## src/hw/rtl/sorted_priority_queue_assert.svh

```systemverilog
// Assertion helpers for the sorted priority queue.
// With SYNTH defined every helper expands to nothing.
`ifndef SORTED_PRIORITY_QUEUE_ASSERT_SVH
`define SORTED_PRIORITY_QUEUE_ASSERT_SVH

`ifndef SYNTH

// Same-cycle implication.
`define SPQ_ASSERT_NOW(label, clk, rst, ante, cons) \
   label: assert property (@(posedge clk) disable iff (rst) (ante) |-> (cons)) \
      else $error("spq assertion failed");

// Next-cycle implication.
`define SPQ_ASSERT_NEXT(label, clk, rst, ante, cons) \
   label: assert property (@(posedge clk) disable iff (rst) (ante) |=> (cons)) \
      else $error("spq assertion failed");

`else

`define SPQ_ASSERT_NOW(label, clk, rst, ante, cons)
`define SPQ_ASSERT_NEXT(label, clk, rst, ante, cons)

`endif

`endif

```

## src/hw/rtl/spq_pkg.sv

```systemverilog
`default_nettype none

package spq_pkg;

   localparam int CAPACITY = 16;
   localparam int CNT_W    = $clog2(CAPACITY + 1);

   localparam logic [2:0] LEVEL_MAX = 3'd5;
   localparam logic [6:0] AGE_MAX   = 7'd110;
   localparam logic [2:0] LEVEL_MIN = 3'd1;
   localparam logic [6:0] AGE_MIN   = 7'd1;

   typedef enum logic [1:0] {
      OP_INSERT = 2'd0,
      OP_CALL   = 2'd1,
      OP_CLEAR  = 2'd2,
      OP_UNUSED = 2'd3
   } op_type;

   typedef enum logic [1:0] {
      ST_DONE    = 2'd0,
      ST_EMPTY   = 2'd1,
      ST_FULL    = 2'd2,
      ST_INVALID = 2'd3
   } status_code_type;

   typedef enum logic [1:0] {
      ACT_NONE   = 2'd0,
      ACT_INSERT = 2'd1,
      ACT_CALL   = 2'd2,
      ACT_CLEAR  = 2'd3
   } action_type;

   typedef enum logic [1:0] {
      S_IDLE = 2'd0,
      S_EXEC = 2'd1,
      S_RESP = 2'd2
   } state_type;

   typedef struct packed {
      logic [15:0] tag;
      logic [2:0]  level;
      logic [6:0]  age;
   } entry_type;

   // controller -> datapath
   typedef struct packed {
      logic            capture;
      logic            execute;
      action_type      action;
      status_code_type code;
   } ctrl_cmd_type;

   // datapath -> controller
   typedef struct packed {
      op_type opcode;
      logic   req_ok;
      logic   empty;
      logic   full;
   } ctrl_stat_type;

endpackage

`default_nettype wire

```

## src/hw/rtl/spq_if.sv

```systemverilog
`default_nettype none

interface spq_req_if;
   logic        valid;
   logic        ready;
   logic [1:0]  opcode;
   logic [15:0] entry_tag;
   logic [2:0]  priority_level;
   logic [6:0]  age_years;

   modport source (output valid, opcode, entry_tag, priority_level, age_years,
                   input ready);
   modport sink   (input valid, opcode, entry_tag, priority_level, age_years,
                   output ready);
endinterface

interface spq_rsp_if;
   logic        valid;
   logic        ready;
   logic [1:0]  status;
   logic [15:0] out_tag;
   logic [2:0]  out_priority;
   logic [6:0]  out_age;
   logic [4:0]  entry_count;

   modport source (output valid, status, out_tag, out_priority, out_age, entry_count,
                   input ready);
   modport sink   (input valid, status, out_tag, out_priority, out_age, entry_count,
                   output ready);
endinterface

`default_nettype wire

```

## src/hw/rtl/spq_datapath.sv

```systemverilog
`default_nettype none

module spq_datapath (
   input  wire logic                 clock,
   input  wire logic                 reset,
   input  wire spq_pkg::ctrl_cmd_type cmd,
   output spq_pkg::ctrl_stat_type    stat,
   input  wire logic [1:0]           req_opcode,
   input  wire logic [15:0]          req_entry_tag,
   input  wire logic [2:0]           req_priority_level,
   input  wire logic [6:0]           req_age_years,
   output logic [1:0]                rsp_status,
   output logic [15:0]               rsp_out_tag,
   output logic [2:0]                rsp_out_priority,
   output logic [6:0]                rsp_out_age,
   output logic [4:0]                rsp_entry_count
);
   import spq_pkg::*;

   op_type          op_ff;
   entry_type       new_ff;
   entry_type       cells_ff [CAPACITY];
   entry_type       cells_in [CAPACITY];
   logic [CNT_W-1:0] count_ff;
   logic [CNT_W-1:0] count_in;
   logic [CAPACITY-1:0] at_or_after;

   status_code_type status_ff;
   entry_type       out_ff;
   logic [4:0]      out_count_ff;

   // request hold
   always_ff @(posedge clock) begin
      if (cmd.capture) begin
         op_ff        <= op_type'(req_opcode);
         new_ff.tag   <= req_entry_tag;
         new_ff.level <= req_priority_level;
         new_ff.age   <= req_age_years;
      end
   end

   always_comb begin
      stat.opcode = op_ff;
      stat.req_ok = (new_ff.level >= LEVEL_MIN) && (new_ff.level <= LEVEL_MAX) &&
                    (new_ff.age >= AGE_MIN) && (new_ff.age <= AGE_MAX);
      stat.empty  = (count_ff == '0);
      stat.full   = (count_ff >= CNT_W'(CAPACITY));
   end

   // each cell flags whether the new entry lands at or in front of it
   always_comb begin
      for (int i = 0; i < CAPACITY; i++) begin
         at_or_after[i] = !(CNT_W'(i) < count_ff) || (cells_ff[i].level >= new_ff.level);
      end
   end

   always_comb begin
      for (int i = 0; i < CAPACITY; i++) begin
         cells_in[i] = cells_ff[i];
         if (cmd.execute && cmd.action == ACT_INSERT) begin
            if (i == 0) begin
               if (at_or_after[0]) cells_in[0] = new_ff;
            end else begin
               if (at_or_after[i-1])   cells_in[i] = cells_ff[i-1];
               else if (at_or_after[i]) cells_in[i] = new_ff;
            end
         end else if (cmd.execute && cmd.action == ACT_CALL) begin
            if (i < CAPACITY - 1) cells_in[i] = cells_ff[i+1];
         end
      end
   end

   always_comb begin
      count_in = count_ff;
      if (cmd.execute) begin
         unique case (cmd.action)
            ACT_INSERT: count_in = count_ff + CNT_W'(1);
            ACT_CALL:   count_in = count_ff - CNT_W'(1);
            ACT_CLEAR:  count_in = '0;
            ACT_NONE:   count_in = count_ff;
            default:    count_in = count_ff;
         endcase
      end
   end

   always_ff @(posedge clock) begin
      for (int i = 0; i < CAPACITY; i++) begin
         cells_ff[i] <= cells_in[i];
      end
   end

   always_ff @(posedge clock) begin
      if (reset) begin
         count_ff <= '0;
      end else begin
         count_ff <= count_in;
      end
   end

   // result word
   always_ff @(posedge clock) begin
      if (cmd.execute) begin
         status_ff    <= cmd.code;
         out_ff       <= (cmd.action == ACT_CALL) ? cells_ff[0] : '0;
         out_count_ff <= 5'(count_in);
      end
   end

   assign rsp_status       = status_ff;
   assign rsp_out_tag      = out_ff.tag;
   assign rsp_out_priority = out_ff.level;
   assign rsp_out_age      = out_ff.age;
   assign rsp_entry_count  = out_count_ff;

endmodule

`default_nettype wire

```

## src/hw/rtl/spq_ctrl.sv

```systemverilog
`default_nettype none

`include "sorted_priority_queue_assert.svh"

module spq_ctrl (
   input  wire logic                  clock,
   input  wire logic                  reset,
   input  wire logic                  req_valid,
   output logic                       req_ready,
   output logic                       rsp_valid,
   input  wire logic                  rsp_ready,
   input  wire spq_pkg::ctrl_stat_type stat,
   output spq_pkg::ctrl_cmd_type      cmd
);
   import spq_pkg::*;

   state_type state_ff;
   state_type state_in;

   always_ff @(posedge clock) begin
      if (reset) begin
         state_ff <= S_IDLE;
      end else begin
         state_ff <= state_in;
      end
   end

   always_comb begin
      state_in = state_ff;
      unique case (state_ff)
         S_IDLE: begin
            if (req_valid) state_in = S_EXEC;
         end
         S_EXEC: begin
            state_in = S_RESP;
         end
         S_RESP: begin
            if (rsp_ready) state_in = S_IDLE;
         end
         default: state_in = S_IDLE;
      endcase
   end

   always_comb begin
      req_ready   = (state_ff == S_IDLE);
      rsp_valid   = (state_ff == S_RESP);
      cmd.capture = (state_ff == S_IDLE) && req_valid;
      cmd.execute = (state_ff == S_EXEC);
      cmd.action  = ACT_NONE;
      cmd.code    = ST_DONE;
      if (state_ff == S_EXEC) begin
         unique case (stat.opcode)
            OP_INSERT: begin
               // value check wins over the full check
               if (!stat.req_ok)  cmd.code = ST_INVALID;
               else if (stat.full) cmd.code = ST_FULL;
               else               cmd.action = ACT_INSERT;
            end
            OP_CALL: begin
               if (stat.empty) cmd.code = ST_EMPTY;
               else            cmd.action = ACT_CALL;
            end
            OP_CLEAR: begin
               if (stat.empty) cmd.code = ST_EMPTY;
               else            cmd.action = ACT_CLEAR;
            end
            OP_UNUSED: begin
               cmd.code = ST_INVALID;
            end
            default: cmd.code = ST_INVALID;
         endcase
      end
   end

   `SPQ_ASSERT_NEXT(a_capture_then_exec, clock, reset, cmd.capture, cmd.execute)
   `SPQ_ASSERT_NOW(a_no_insert_full, clock, reset, cmd.execute && cmd.action == ACT_INSERT, !stat.full)
   `SPQ_ASSERT_NOW(a_no_call_empty, clock, reset, cmd.execute && cmd.action == ACT_CALL, !stat.empty)
   `SPQ_ASSERT_NOW(a_action_means_done, clock, reset, cmd.action != ACT_NONE, cmd.code == ST_DONE)

endmodule

`default_nettype wire

```

## src/hw/rtl/sorted_priority_queue.sv

```systemverilog
// Sorted priority queue: holds up to spq_pkg::CAPACITY entries (tag, level, age) in
// ascending level order; insert places a new entry ahead of the first one whose level
// is equal or higher (ties come out newest first), call pops the head, clear empties.
// Each request word yields exactly one response word with a status code and the count.
// A word passes through S_IDLE, which accepts it, S_EXEC, where the cell array compares
// and shifts in place, and S_RESP, which presents the response; the controller handles
// one word at a time, and a stalled response holds off the next request.
`default_nettype none

module sorted_priority_queue (
   input wire logic clock,
   input wire logic reset,
   spq_req_if.sink   req_chan,
   spq_rsp_if.source rsp_chan
);
   import spq_pkg::*;

   ctrl_cmd_type  cmd;
   ctrl_stat_type stat;

   // sequencing and result-code decisions
   spq_ctrl u_ctrl (
      .clock     (clock),
      .reset     (reset),
      .req_valid (req_chan.valid),
      .req_ready (req_chan.ready),
      .rsp_valid (rsp_chan.valid),
      .rsp_ready (rsp_chan.ready),
      .stat      (stat),
      .cmd       (cmd)
   );

   // entry cells, count and response word
   spq_datapath u_datapath (
      .clock              (clock),
      .reset              (reset),
      .cmd                (cmd),
      .stat               (stat),
      .req_opcode         (req_chan.opcode),
      .req_entry_tag      (req_chan.entry_tag),
      .req_priority_level (req_chan.priority_level),
      .req_age_years      (req_chan.age_years),
      .rsp_status         (rsp_chan.status),
      .rsp_out_tag        (rsp_chan.out_tag),
      .rsp_out_priority   (rsp_chan.out_priority),
      .rsp_out_age        (rsp_chan.out_age),
      .rsp_entry_count    (rsp_chan.entry_count)
   );

endmodule

`default_nettype wire
```

## src/flat_wrapper.sv

```systemverilog
// flat-port wrapper written by rule: the top's interface ports become plain ports
module sorted_priority_queue_flat import spq_pkg::*;
  (clock, reset, req_chan_valid, req_chan_opcode, req_chan_entry_tag, req_chan_priority_level, req_chan_age_years, req_chan_ready, rsp_chan_valid, rsp_chan_status, rsp_chan_out_tag, rsp_chan_out_priority, rsp_chan_out_age, rsp_chan_entry_count, rsp_chan_ready);
  spq_req_if req_chan_i ();
  spq_rsp_if rsp_chan_i ();
  input wire logic clock;
  input wire logic reset;
  input wire logic [$bits(req_chan_i.valid)-1:0] req_chan_valid;
  input wire logic [$bits(req_chan_i.opcode)-1:0] req_chan_opcode;
  input wire logic [$bits(req_chan_i.entry_tag)-1:0] req_chan_entry_tag;
  input wire logic [$bits(req_chan_i.priority_level)-1:0] req_chan_priority_level;
  input wire logic [$bits(req_chan_i.age_years)-1:0] req_chan_age_years;
  output wire logic [$bits(req_chan_i.ready)-1:0] req_chan_ready;
  output wire logic [$bits(rsp_chan_i.valid)-1:0] rsp_chan_valid;
  output wire logic [$bits(rsp_chan_i.status)-1:0] rsp_chan_status;
  output wire logic [$bits(rsp_chan_i.out_tag)-1:0] rsp_chan_out_tag;
  output wire logic [$bits(rsp_chan_i.out_priority)-1:0] rsp_chan_out_priority;
  output wire logic [$bits(rsp_chan_i.out_age)-1:0] rsp_chan_out_age;
  output wire logic [$bits(rsp_chan_i.entry_count)-1:0] rsp_chan_entry_count;
  input wire logic [$bits(rsp_chan_i.ready)-1:0] rsp_chan_ready;
  assign req_chan_i.valid = req_chan_valid;
  assign req_chan_i.opcode = req_chan_opcode;
  assign req_chan_i.entry_tag = req_chan_entry_tag;
  assign req_chan_i.priority_level = req_chan_priority_level;
  assign req_chan_i.age_years = req_chan_age_years;
  assign req_chan_ready = req_chan_i.ready;
  assign rsp_chan_valid = rsp_chan_i.valid;
  assign rsp_chan_status = rsp_chan_i.status;
  assign rsp_chan_out_tag = rsp_chan_i.out_tag;
  assign rsp_chan_out_priority = rsp_chan_i.out_priority;
  assign rsp_chan_out_age = rsp_chan_i.out_age;
  assign rsp_chan_entry_count = rsp_chan_i.entry_count;
  assign rsp_chan_i.ready = rsp_chan_ready;
  sorted_priority_queue u_core (.clock(clock), .reset(reset), .req_chan(req_chan_i), .rsp_chan(rsp_chan_i));
endmodule
```

## config.mk

```make
export PLATFORM = sky130hd
export DESIGN_NAME = sorted_priority_queue_flat
export DESIGN_NICKNAME = d
export VERILOG_FILES = /design/src/hw/rtl/spq_pkg.sv /design/src/hw/rtl/spq_if.sv /design/src/hw/rtl/spq_datapath.sv /design/src/hw/rtl/spq_ctrl.sv /design/src/hw/rtl/sorted_priority_queue.sv /design/src/flat_wrapper.sv
export VERILOG_INCLUDE_DIRS = /design/src /design/src/hw/rtl
export SDC_FILE = /design/constraint.sdc
export NUM_CORES = 1
export LEC_CHECK = 0
export ABC_CLOCK_PERIOD_IN_PS = 9100
export BUFFER_PORTS_ARGS = -buffer_cell sky130_fd_sc_hd__buf_2
export CORE_MARGIN = 4
export CORE_UTILIZATION = 30
export CTS_CLUSTER_DIAMETER = 40
export DETAILED_ROUTE_END_ITERATION = 10
export PLACE_DENSITY = 0.43
export SYNTH_ARGS = -nofsm -noshare
export SYNTH_HDL_FRONTEND = slang
export SYNTH_SLANG_ARGS = --single-unit
```

## constraint.sdc

```tcl
create_clock -name clock -period 9.1 [get_ports clock]
set_input_delay 2.275 -clock clock [delete_from_list [all_inputs] [get_ports clock]]
set_output_delay 2.275 -clock clock [all_outputs]
set_load 0.01 [all_outputs]
```

==> results of run 1 <==
[area by class of cell]
class                           instances  area (sq um)  area share, %
Multi-Input combinational cell       1390         12200           37.5
Tap cell                             1254          1570           4.81
Sequential cell                       484         14500           44.3
Inverter                               28           121          0.372
Clock buffer                          113          2590           7.95
Clock inverter                         74           912           2.80
Timing Repair Buffer                  112           726           2.22
[report_power, final]
part | total [W] | internal [W] | leakage, nW | switching [W]
logic | 0.000388 | 0.000145 | 6.41 | 0.000243
clock network | 0.00379 | 0.00251 | 1.68 | 0.00128
registers | 0.00255 | 0.00249 | 4.39 | 0.0000624
total | 0.00673 | 0.00514 | 12.5 | 0.00159
[worst max-delay path, stage by stage, from the launching register on]
cell and delay [ns]:
edfxtp_1 0.84, nor3_2 0.19, a2111oi_4 0.46, and3_4 0.27, buf_4 0.69, buf_4 0.93, buf_4 0.90, a21oi_1 0.17
a21oi_1 0.19
[placed cells by master (no fill, tap or decap), types with 16 or more instances in the layout]
master     netlist  layout
a21oi_1        136     136
a21oi_2        600     600
and2_1          28      27
buf_2           89      66
buf_4           35      42
bufinv_16        0      16
clkbuf_16        0     102
clkinv_1         1      18
clkinv_2         0      17
edfxtp_1       477     477
ha_1            53      53
inv_1           26      26
mux2_2          44      44
mux2i_1        367     367
nand2b_1        17      17
nor2_1          19      19
[path summary, 6_finish.rpt]
check | from | to | slack [ns] | depth (start not counted)
worst max-delay path | u_core.u_datapath.new_ff[2] | u_core.u_datapath.cells_ff[0][45] | 4.11 | 8
worst min register to register | u_core.u_datapath.cells_ff[0][17] | u_core.u_datapath.rsp_out_tag[7] | 0.55 | 1
worst max register to register | u_core.u_datapath.new_ff[2] | u_core.u_datapath.cells_ff[0][45] | 4.11 | 8
worst min-delay path | u_core.u_datapath.cells_ff[0][17] | u_core.u_datapath.rsp_out_tag[7] | 0.55 | 1
[cells in the mapped netlist, drive strengths merged (2+ instances only)]
cell type / instances / area [sq um]
a21oi: 736 / 5940
nor2b: 5 / 31.3
o21ai: 22 / 110
a21o: 14 / 105
a221o: 6 / 60.1
nand3: 9 / 50.1
a221oi: 3 / 43.8
nand3b: 3 / 22.5
a211o: 4 / 35.0
nor2: 20 / 77.6
nand4: 2 / 12.5
nor3: 7 / 66.3
and2: 29 / 184
o211ai: 4 / 35.0
inv: 27 / 104
nand2b: 17 / 106
nand2: 9 / 41.3
mux2i: 367 / 3670
ha: 53 / 663
nor3b: 2 / 20.0
edfxtp: 477 / 14300
clkbuf: 47 / 204
dfxtp: 7 / 140
buf: 168 / 1210
and3: 4 / 25.0
mux2: 51 / 597
a211oi: 4 / 30.0
a311oi: 4 / 35.0
[through the flow]
stage               std cells  hold WS (ns)  area [sq um]  setup slack [ns]
finish                   3455         0.548         32600              4.11
global route             3455         0.582         32600              3.81
CTS                      3455         0.551         32600              4.11
detailed placement       3268         0.551         29100              4.10
global placement         3268         0.556         29100              4.19
floorplan                2117         0.524         28100              4.55
[state kept, by name (all words and copies together) (netlist names)]
name,count
u_core.u_datapath.rsp_out_tag,16
u_core.u_datapath.rsp_out_age,7
u_core.u_ctrl.state_ff,2
u_core.u_datapath.rsp_status,2
u_core.u_datapath.op_ff,2
u_core.u_datapath.count_ff,5
u_core.u_datapath.rsp_entry_count,5
u_core.u_datapath.rsp_out_priority,3
u_core.u_datapath.new_ff,26
u_core.u_datapath.cells_ff,416
[routing by layer]
layer	up-vias	track usage [%]
met2	230	26.5
met1	9136	20.0
met4	0	4.60
met5	-	0
li1	8129	-
met3	135	2.42
[kinds of logic (layout without fill, tap and decap cells)]
| group | Yosys count | after routing | share of synthesized area (%) |
|---|---|---|---|
| AO/OA/AOI/OAI | 805 | 805 | 23.0 |
| flip-flops | 484 | 484 | 51.4 |
| multiplexers | 418 | 418 | 15.2 |
| buffers and inverters | 243 | 327 | 5.43 |
| AND/OR/NAND/NOR | 113 | 113 | 2.50 |
| adder cells (fa/ha/maj) | 53 | 53 | 2.36 |
| XOR/XNOR | 1 | 1 | 0.0312 |
==> impl_metrics.py, run 1 <==
metrics = {
    "detailed_routing": {
        "drtIter0Drc": 783,
        "wl_per_cell_microns": 22.5,
        "dr.max_layer_used": "met4",
        "met2_length_microns": 38400,
        "drt_wl_total_microns": 77800,
        "vias": 17600,
        "ant_nets": 0,
        "via_per_inst": 5.10,
        "dr_wl_met3_microns": 2170,
        "met1Wirelength_microns": 35400,
        "drc_errors": 0,
        "dr.pass1.iters": 4,
    },
    "sta": {
        "clock_skew_ns": 0.0440,
        "rsz0062_at_grt": "no",
        "final-setup-viol-count": 0,
        "period_share_pct": 54.9,
        "fin_tns_setup_ns": 0,
        "finalHoldViolCount": 0,
        "tightestPinTransition_ns": 1.22,
        "fmax_mhz": 200,
        "drv_slew": 0,
        "relSlewSlack_pct": 18.6,
        "min_period_ns": 4.99,
    },
    "worst_hold_path": {
        "hp-class": "flop to flop",
    },
    "pwr": {
        "vdd.ir_drop.worst_v": 0.000146,
        "p_leak_nw": 12.5,
        "powerDensity_nw_per_um2": 206,
        "finalPower_w": 0.00673,
    },
    "yosys": {
        "synth_nets": 2202,
        "synth-edff-count": 477,
        "synth_area_per_cell_sq_um": 13.3,
        "yosys_most_used_dff": "edfxtp_1",
        "ys_ff_latch": 484,
        "synth_cell_types": 65,
        "netlist_area_sq_um": 28100,
        "synthArstFlopShare_pct": 0,
        "yosys_warnings": 0,
        "seq_area_frac_synth_pct": 51.4,
        "syn-instance-count": 2117,
    },
    "clock_tree": {
        "hold_buffers": 0,
        "path_clk_slew_ns": 0.06,
        "cts_num_sinks": 484,
        "htree_levels": 3,
        "numCtsBuffers": 101,
        "clk-insertion-delay-late_ns": 0.67,
        "cts_buffer_depth": 3,
        "post_cts_resized": 0,
        "cts_tree": "built",
        "cts_setup_buffers": 0,
        "root_buffer": "clkbuf_16",
    },
    "placed_design": {
        "io_buffers": 66,
        "gp_congestion": 0.722,
        "dp_hpwl_microns": 46000,
    },
    "global_route": {
        "grt_pass1_wl_microns": 120000,
        "grt_pass1_vias": 19600,
        "grtUsageTotal_pct": 15.4,
        "grt_max_degree": 155,
        "antenna_found_initial": 4,
        "grt-ovfl-total": 0,
    },
    "critical_path": {
        "cp-start-kind": "flop",
        "critPathCaptureType": "flop",
        "worst-setup-path-type": "flop to flop",
        "worstPathMaxFanout": 63,
        "required_ns": 9.58,
        "cp.arrival_ns": 5.48,
    },
    "job": {
        "max-cap-violations": 0,
    },
    "finish": {
        "fillers": 9152,
        "nNetsFinal": 2202,
        "synthToLayoutAreaGrowth_pct": 16.1,
        "post-route-util_pct": 35.0,
        "layout-drive-gt1-share_pct": 43.8,
        "antennaDiodeCount": 0,
    },
    "die": {
        "die_area_sq_um": 98700,
        "die_w_microns": 314,
        "io_pins": 67,
        "start_util_pct": 30.2,
        "core_area_sq_um": 93200,
        "die_y_microns": 314,
        "num_rows": 112,
    },
    "status": {
        "outcome": "completed",
    },
}
No activity file was read; power rests on OpenSTA's default activity.
==> inputs of run 2 (changes only) <==
Settings changed: ABC_CLOCK_PERIOD_IN_PS 9100 to 4300, PLACE_DENSITY 0.43 to 0.45.
Clock period 9.1 ns to 4.3 ns, I/O delays scaled along.
==> run 2 against run 1 <==
Effect of this change:
- critical path depth shrank 1
- largest cell class unchanged
- critical endpoint is now u_core.u_datapath.cells_ff[1][33]
- first-iteration DRC count grew 14%
- largest power group unchanged
- sequential share of layout area shrank 0.35 points
==> impl_metrics.py, run 2 (synthesis gave the netlist of run 1 again) <==
metrics = {
    "clock_tree": {
        "cts_setup_buffers": 0,
        "path_clk_slew_ns": 0.05,
        "root_buffer": "clkbuf_16",
        "cts_tree": "built",
        "clk-insertion-delay-late_ns": 0.65,
        "cts_num_sinks": 484,
        "post_cts_resized": 0,
        "hold_buffers": 0,
        "cts_buffer_depth": 3,
        "htree_levels": 3,
        "numCtsBuffers": 108,
    },
    "placed_design": {
        "gp_congestion": 0.753,
        "dp_hpwl_microns": 46900,
        "io_buffers": 66,
    },
    "critical_path": {
        "critPathCaptureType": "flop",
        "cp-start-kind": "flop",
        "worstPathMaxFanout": 19,
        "rr_startpoint": "u_core.u_datapath.new_ff[0]",
        "cp.arrival_ns": 3.86,
        "required_ns": 4.63,
        "cp_slowest_cell": "o21ai_2",
        "cp_common_cell": "buf_4",
        "r2r.worst_path.cells": 7,
        "reg2reg_slack_ns": 0.77,
        "worst-setup-path-type": "flop to flop",
        "crit_chain": "buf_4 -> a41o_1 -> nand3_1 -> and3_4 -> nand2_4 -> o21ai_2 -> buf_4",
        "reg2reg_to": "u_core.u_datapath.cells_ff[1][33]",
        "crit_path_max_incr_delay_ns": 0.96,
        "critPathLaunch": "u_core.u_datapath.new_ff[0]",
    },
    "detailed_routing": {
        "dr.pass1.iters": 5,
        "drt_wl_total_microns": 74200,
        "wl_per_cell_microns": 21.3,
        "via_per_inst": 5.05,
        "vias": 17600,
        "drtIter0Drc": 896,
        "ant_nets": 0,
        "drc_errors": 0,
    },
    "sta": {
        "final-setup-viol-count": 0,
        "finalHoldViolCount": 0,
        "period_share_pct": 82.0,
        "tightestPinTransition_ns": 1.24,
        "fin_hold_ws_ns": 0.556,
        "min_period_ns": 3.53,
        "relSlewSlack_pct": 17.1,
        "clock_skew_ns": 0.0275,
        "fmax_mhz": 284,
        "rsz0062_at_grt": "no",
        "drv_slew": 0,
        "fin_tns_setup_ns": 0,
    },
    "finish": {
        "fillers": 9110,
        "final_cell_mix": "a21oi_2 (600), edfxtp_1 (477), mux2i_1 (367), a21oi_1 (136), clkbuf_16 (108)",
        "largest_reg_flops": 416,
        "final_common_cell": "a21oi_2",
        "antennaDiodeCount": 0,
        "nNetsFinal": 2228,
        "layout-drive-gt1-share_pct": 44.2,
        "regMostFlops": "u_core.u_datapath.cells_ff",
        "synthToLayoutAreaGrowth_pct": 17.0,
    },
    "job": {
        "max-cap-violations": 0,
    },
    "die": {
        "num_rows": 112,
        "start_util_pct": 30.2,
        "io_pins": 67,
        "die_area_sq_um": 98700,
        "core_area_sq_um": 93200,
        "die_y_microns": 314,
        "die_w_microns": 314,
    },
    "worst_hold_path": {
        "hold_depth": 1,
        "hp-class": "flop to flop",
        "hold_end": "u_core.u_datapath.rsp_out_age[6]",
        "min_from": "u_core.u_datapath.cells_ff[0][6]",
    },
    "pwr": {
        "p_leak_nw": 12.6,
        "powerDensity_nw_per_um2": 436,
        "vdd.ir_drop.worst_v": 0.000316,
        "finalPower_w": 0.0143,
    },
    "global_route": {
        "grtUsageTotal_pct": 14.8,
        "antenna_found_initial": 0,
        "grt_pass1_wl_microns": 116000,
        "grt-ovfl-total": 0,
        "grt_pass1_vias": 20000,
        "grt_max_degree": 148,
    },
    "status": {
        "outcome": "completed",
    },
}
-- run 2: worst max-delay path: cells and delay by family (launching register included) --
kind,cells,cell delay (ns)
and+or+nand+nor,3,0.88
AOI/OAI and AO/OA,2,1.21
DFF,1,0.52
buffers and inverters,2,0.60
-- run 2: metal layers --
metal	vias up	share of wire [%]	global-route usage [%]
met5	-	0	0
met4	0	2.2	4.04
met3	122	2.8	2.38
met2	224	50	25.7
met1	9054	45	19.0
li1	8165	-	-
-- run 2: worst max-delay path by stage --
stage	endpoint	slack [ns]	cells after the start
after CTS	u_core.u_datapath.cells_ff[1][34]	0.72	7
after detailed placement	u_core.u_datapath.cells_ff[1][34]	0.75	7
final	u_core.u_datapath.cells_ff[1][33]	0.77	7
after global routing	u_core.u_datapath.cells_ff[0][138]	0.52	7
after global placement	u_core.u_datapath.cells_ff[1][180]	0.79	7
after floorplan	u_core.u_datapath.cells_ff[0][52]	0.02	9
-- run 2: through the flow --
step           area [sq um]  setup slack [ns]  std cells  utilization [%]
4_1_cts               32900             0.722       3479             35.3
6_report              32900             0.773       3479             35.3
3_5_place_dp          29300             0.751       3287             31.5
5_1_grt               32900             0.518       3479             35.3
2_1_floorplan         28100            0.0179       2117                -
3_3_place_gp          29300             0.793       3287             31.5
-- run 2: power by group --
group / internal [W] / switching, W
clock network: 0.00540 / 0.00271
logic: 0.000318 / 0.000517
registers: 0.00527 / 0.000117
total: 0.0110 / 0.00334
-- run 2: area by class of cell --
class                   count  area [sq um]  share of cell area [%]
repair buffers            131           931                    2.83
clock inverters            72           812                    2.47
inverters                  28           121                   0.369
well taps                1254          1570                    4.77
flip-flops and latches    484         14500                    44.0
multi-input cells        1390         12200                    37.2
clock buffers             120          2750                    8.35
==> inputs of run 3 (changes only) <==
Settings changed: ABC_CLOCK_PERIOD_IN_PS 4300 to 3600, PLACE_DENSITY 0.45 to 0.43.
Clock period 4.3 ns to 3.6 ns, I/O delays scaled along.
==> run 3 against run 2 <==
Effect of this change:
- combinational power grew 22%
- highest routed layer unchanged
- largest cell class unchanged
- count of clock-buffer cells in the layout is 5 higher
- critical endpoint is now u_core.u_datapath.cells_ff[1][74]
- critical path type unchanged
- routed wire length grew 0.41%
==> impl_metrics.py, run 3 (synthesis gave the netlist of run 1 again) <==
metrics = {
    "detailed_routing": {
        "vias": 17700,
        "dr.pass1.iters": 5,
        "drtIter0Drc": 912,
        "drc_errors": 0,
        "wl_per_cell_microns": 21.3,
        "drt_wl_total_microns": 74500,
        "via_per_inst": 5.04,
        "ant_nets": 0,
    },
    "critical_path": {
        "reg2reg_to": "u_core.u_datapath.cells_ff[1][74]",
        "critPathCaptureType": "flop",
        "crit_chain": "and2_4 -> a2111oi_4 -> and3_4 -> buf_4 -> buf_4 -> a21oi_2 -> a21oi_2",
        "path_delay_family": "buffers and inverters",
        "reg2reg_slack_ns": 0.52,
        "path_buf_inv": 2,
        "worstPathMaxFanout": 45,
        "worst-setup-path-type": "flop to flop",
        "crit_path_max_incr_delay_ns": 0.71,
        "rr_startpoint": "u_core.u_datapath.new_ff[9]",
        "required_ns": 4.12,
        "cp_slowest_cell": "buf_4",
        "cp-start-kind": "flop",
        "cp.arrival_ns": 3.60,
        "r2r.worst_path.cells": 7,
    },
    "die": {
        "start_util_pct": 30.2,
        "die_area_sq_um": 98700,
        "core_area_sq_um": 93200,
        "io_pins": 67,
        "die_w_microns": 314,
        "num_rows": 112,
        "die_y_microns": 314,
    },
    "sta": {
        "final-setup-viol-count": 0,
        "relSlewSlack_pct": 33.8,
        "period_share_pct": 85.6,
        "fin_hold_ws_ns": 0.414,
        "tightestPinTransition_ns": 0.993,
        "rsz0062_at_grt": "no",
        "finalHoldViolCount": 0,
        "clock_skew_ns": 0.0279,
        "fin_tns_setup_ns": 0,
        "min_period_ns": 3.08,
        "drv_slew": 0,
        "fmax_mhz": 324,
    },
    "pwr": {
        "finalPower_w": 0.0178,
        "vdd.ir_drop.worst_v": 0.000364,
        "powerDensity_nw_per_um2": 533,
        "p_leak_nw": 12.8,
    },
    "clock_tree": {
        "root_buffer": "clkbuf_16",
        "clk-insertion-delay-late_ns": 0.66,
        "cts_setup_buffers": 0,
        "cts_tree": "built",
        "htree_levels": 3,
        "cts_buffer_depth": 3,
        "numCtsBuffers": 111,
        "path_clk_slew_ns": 0.05,
        "post_cts_resized": 0,
        "hold_buffers": 0,
        "cts_num_sinks": 484,
    },
    "finish": {
        "layout-drive-gt1-share_pct": 44.8,
        "largest_reg_flops": 416,
        "fillers": 9085,
        "postLayoutCellArea_sq_um": 33400,
        "synthToLayoutAreaGrowth_pct": 19.0,
        "final_common_cell": "a21oi_2",
        "nNetsFinal": 2238,
        "final_cell_mix": "a21oi_2 (600), edfxtp_1 (477), mux2i_1 (367), a21oi_1 (136), clkbuf_16 (114)",
        "antennaDiodeCount": 0,
        "regMostFlops": "u_core.u_datapath.cells_ff",
    },
    "placed_design": {
        "io_buffers": 66,
        "gp_congestion": 0.792,
        "dp_hpwl_microns": 48200,
        "placement.cell_area_sq_um": 29600,
    },
    "job": {
        "max-cap-violations": 0,
    },
    "worst_hold_path": {
        "min_from": "req_chan_entry_tag[13]",
        "hp-class": "input port to flop",
        "hold_end": "u_core.u_datapath.new_ff[23]",
        "hold_depth": 1,
    },
    "global_route": {
        "grt_pass1_wl_microns": 117000,
        "grtUsageTotal_pct": 14.8,
        "grt_pass1_vias": 20200,
        "antenna_found_initial": 0,
        "grt_max_degree": 121,
        "grt-ovfl-total": 0,
    },
    "status": {
        "outcome": "completed",
    },
}
## run 3: cell types whose count changed in the layout (fill, tap and decap cells not counted), sizes merged
cell,previous run,this run
buf,131,138
clkinv,40,47
clkbuf,120,125
clkinvlp,13,18
bufinv,14,18
inv,33,30
## run 3: area by class of cell
type                    instances  area (sq um)  share of cell area [%]
clock buffers                 125          2890                    8.65
inverters                      28           121                   0.363
flip-flops and latches        484         14500                    43.2
multi-input cells            1390         12200                    36.6
clock inverters                85           957                    2.86
repair buffers                138          1200                    3.58
well taps                    1254          1570                    4.69
## run 3: worst max-delay path by stage
stage                                        from                            endpoint  slack [ns]  cells past startpoint
finish                u_core.u_datapath.new_ff[9]   u_core.u_datapath.cells_ff[1][74]        0.52                      7
global route        u_core.u_datapath.count_ff[1]  u_core.u_datapath.cells_ff[1][168]        0.34                      8
CTS                   u_core.u_datapath.new_ff[9]  u_core.u_datapath.cells_ff[0][176]        0.50                      7
detailed placement    u_core.u_datapath.new_ff[9]   u_core.u_datapath.cells_ff[1][74]        0.49                      7
global placement      u_core.u_datapath.new_ff[9]  u_core.u_datapath.cells_ff[0][176]        0.50                      7
floorplan             u_core.u_datapath.new_ff[7]  u_core.u_datapath.cells_ff[0][156]       -0.61                      8
## run 3: per-layer routing
layer	GRT usage (%)	vias up	wire [microns]
met5	0	-	0
met4	4.58	0	1750
met3	2.42	132	2030
met2	26.1	224	37400
met1	18.6	9099	33300
li1	-	8218	-
## run 3: metrics by stage
stage	utilization [%]	std cells	setup slack [ns]
3_5_place_dp	31.8	3294	0.493
4_1_cts	35.9	3504	0.500
2_1_floorplan	-	2117	-0.608
6_report	35.9	3504	0.518
5_1_grt	35.9	3504	0.340
3_3_place_gp	31.8	3294	0.501
## run 3: power breakdown
part	leakage [nW]	internal, W	switching [W]
Clock	1.84	0.00702	0.00334
Combinational	6.61	0.000394	0.000624
Sequential	4.39	0.00630	0.000129
Total	12.8	0.0137	0.00410
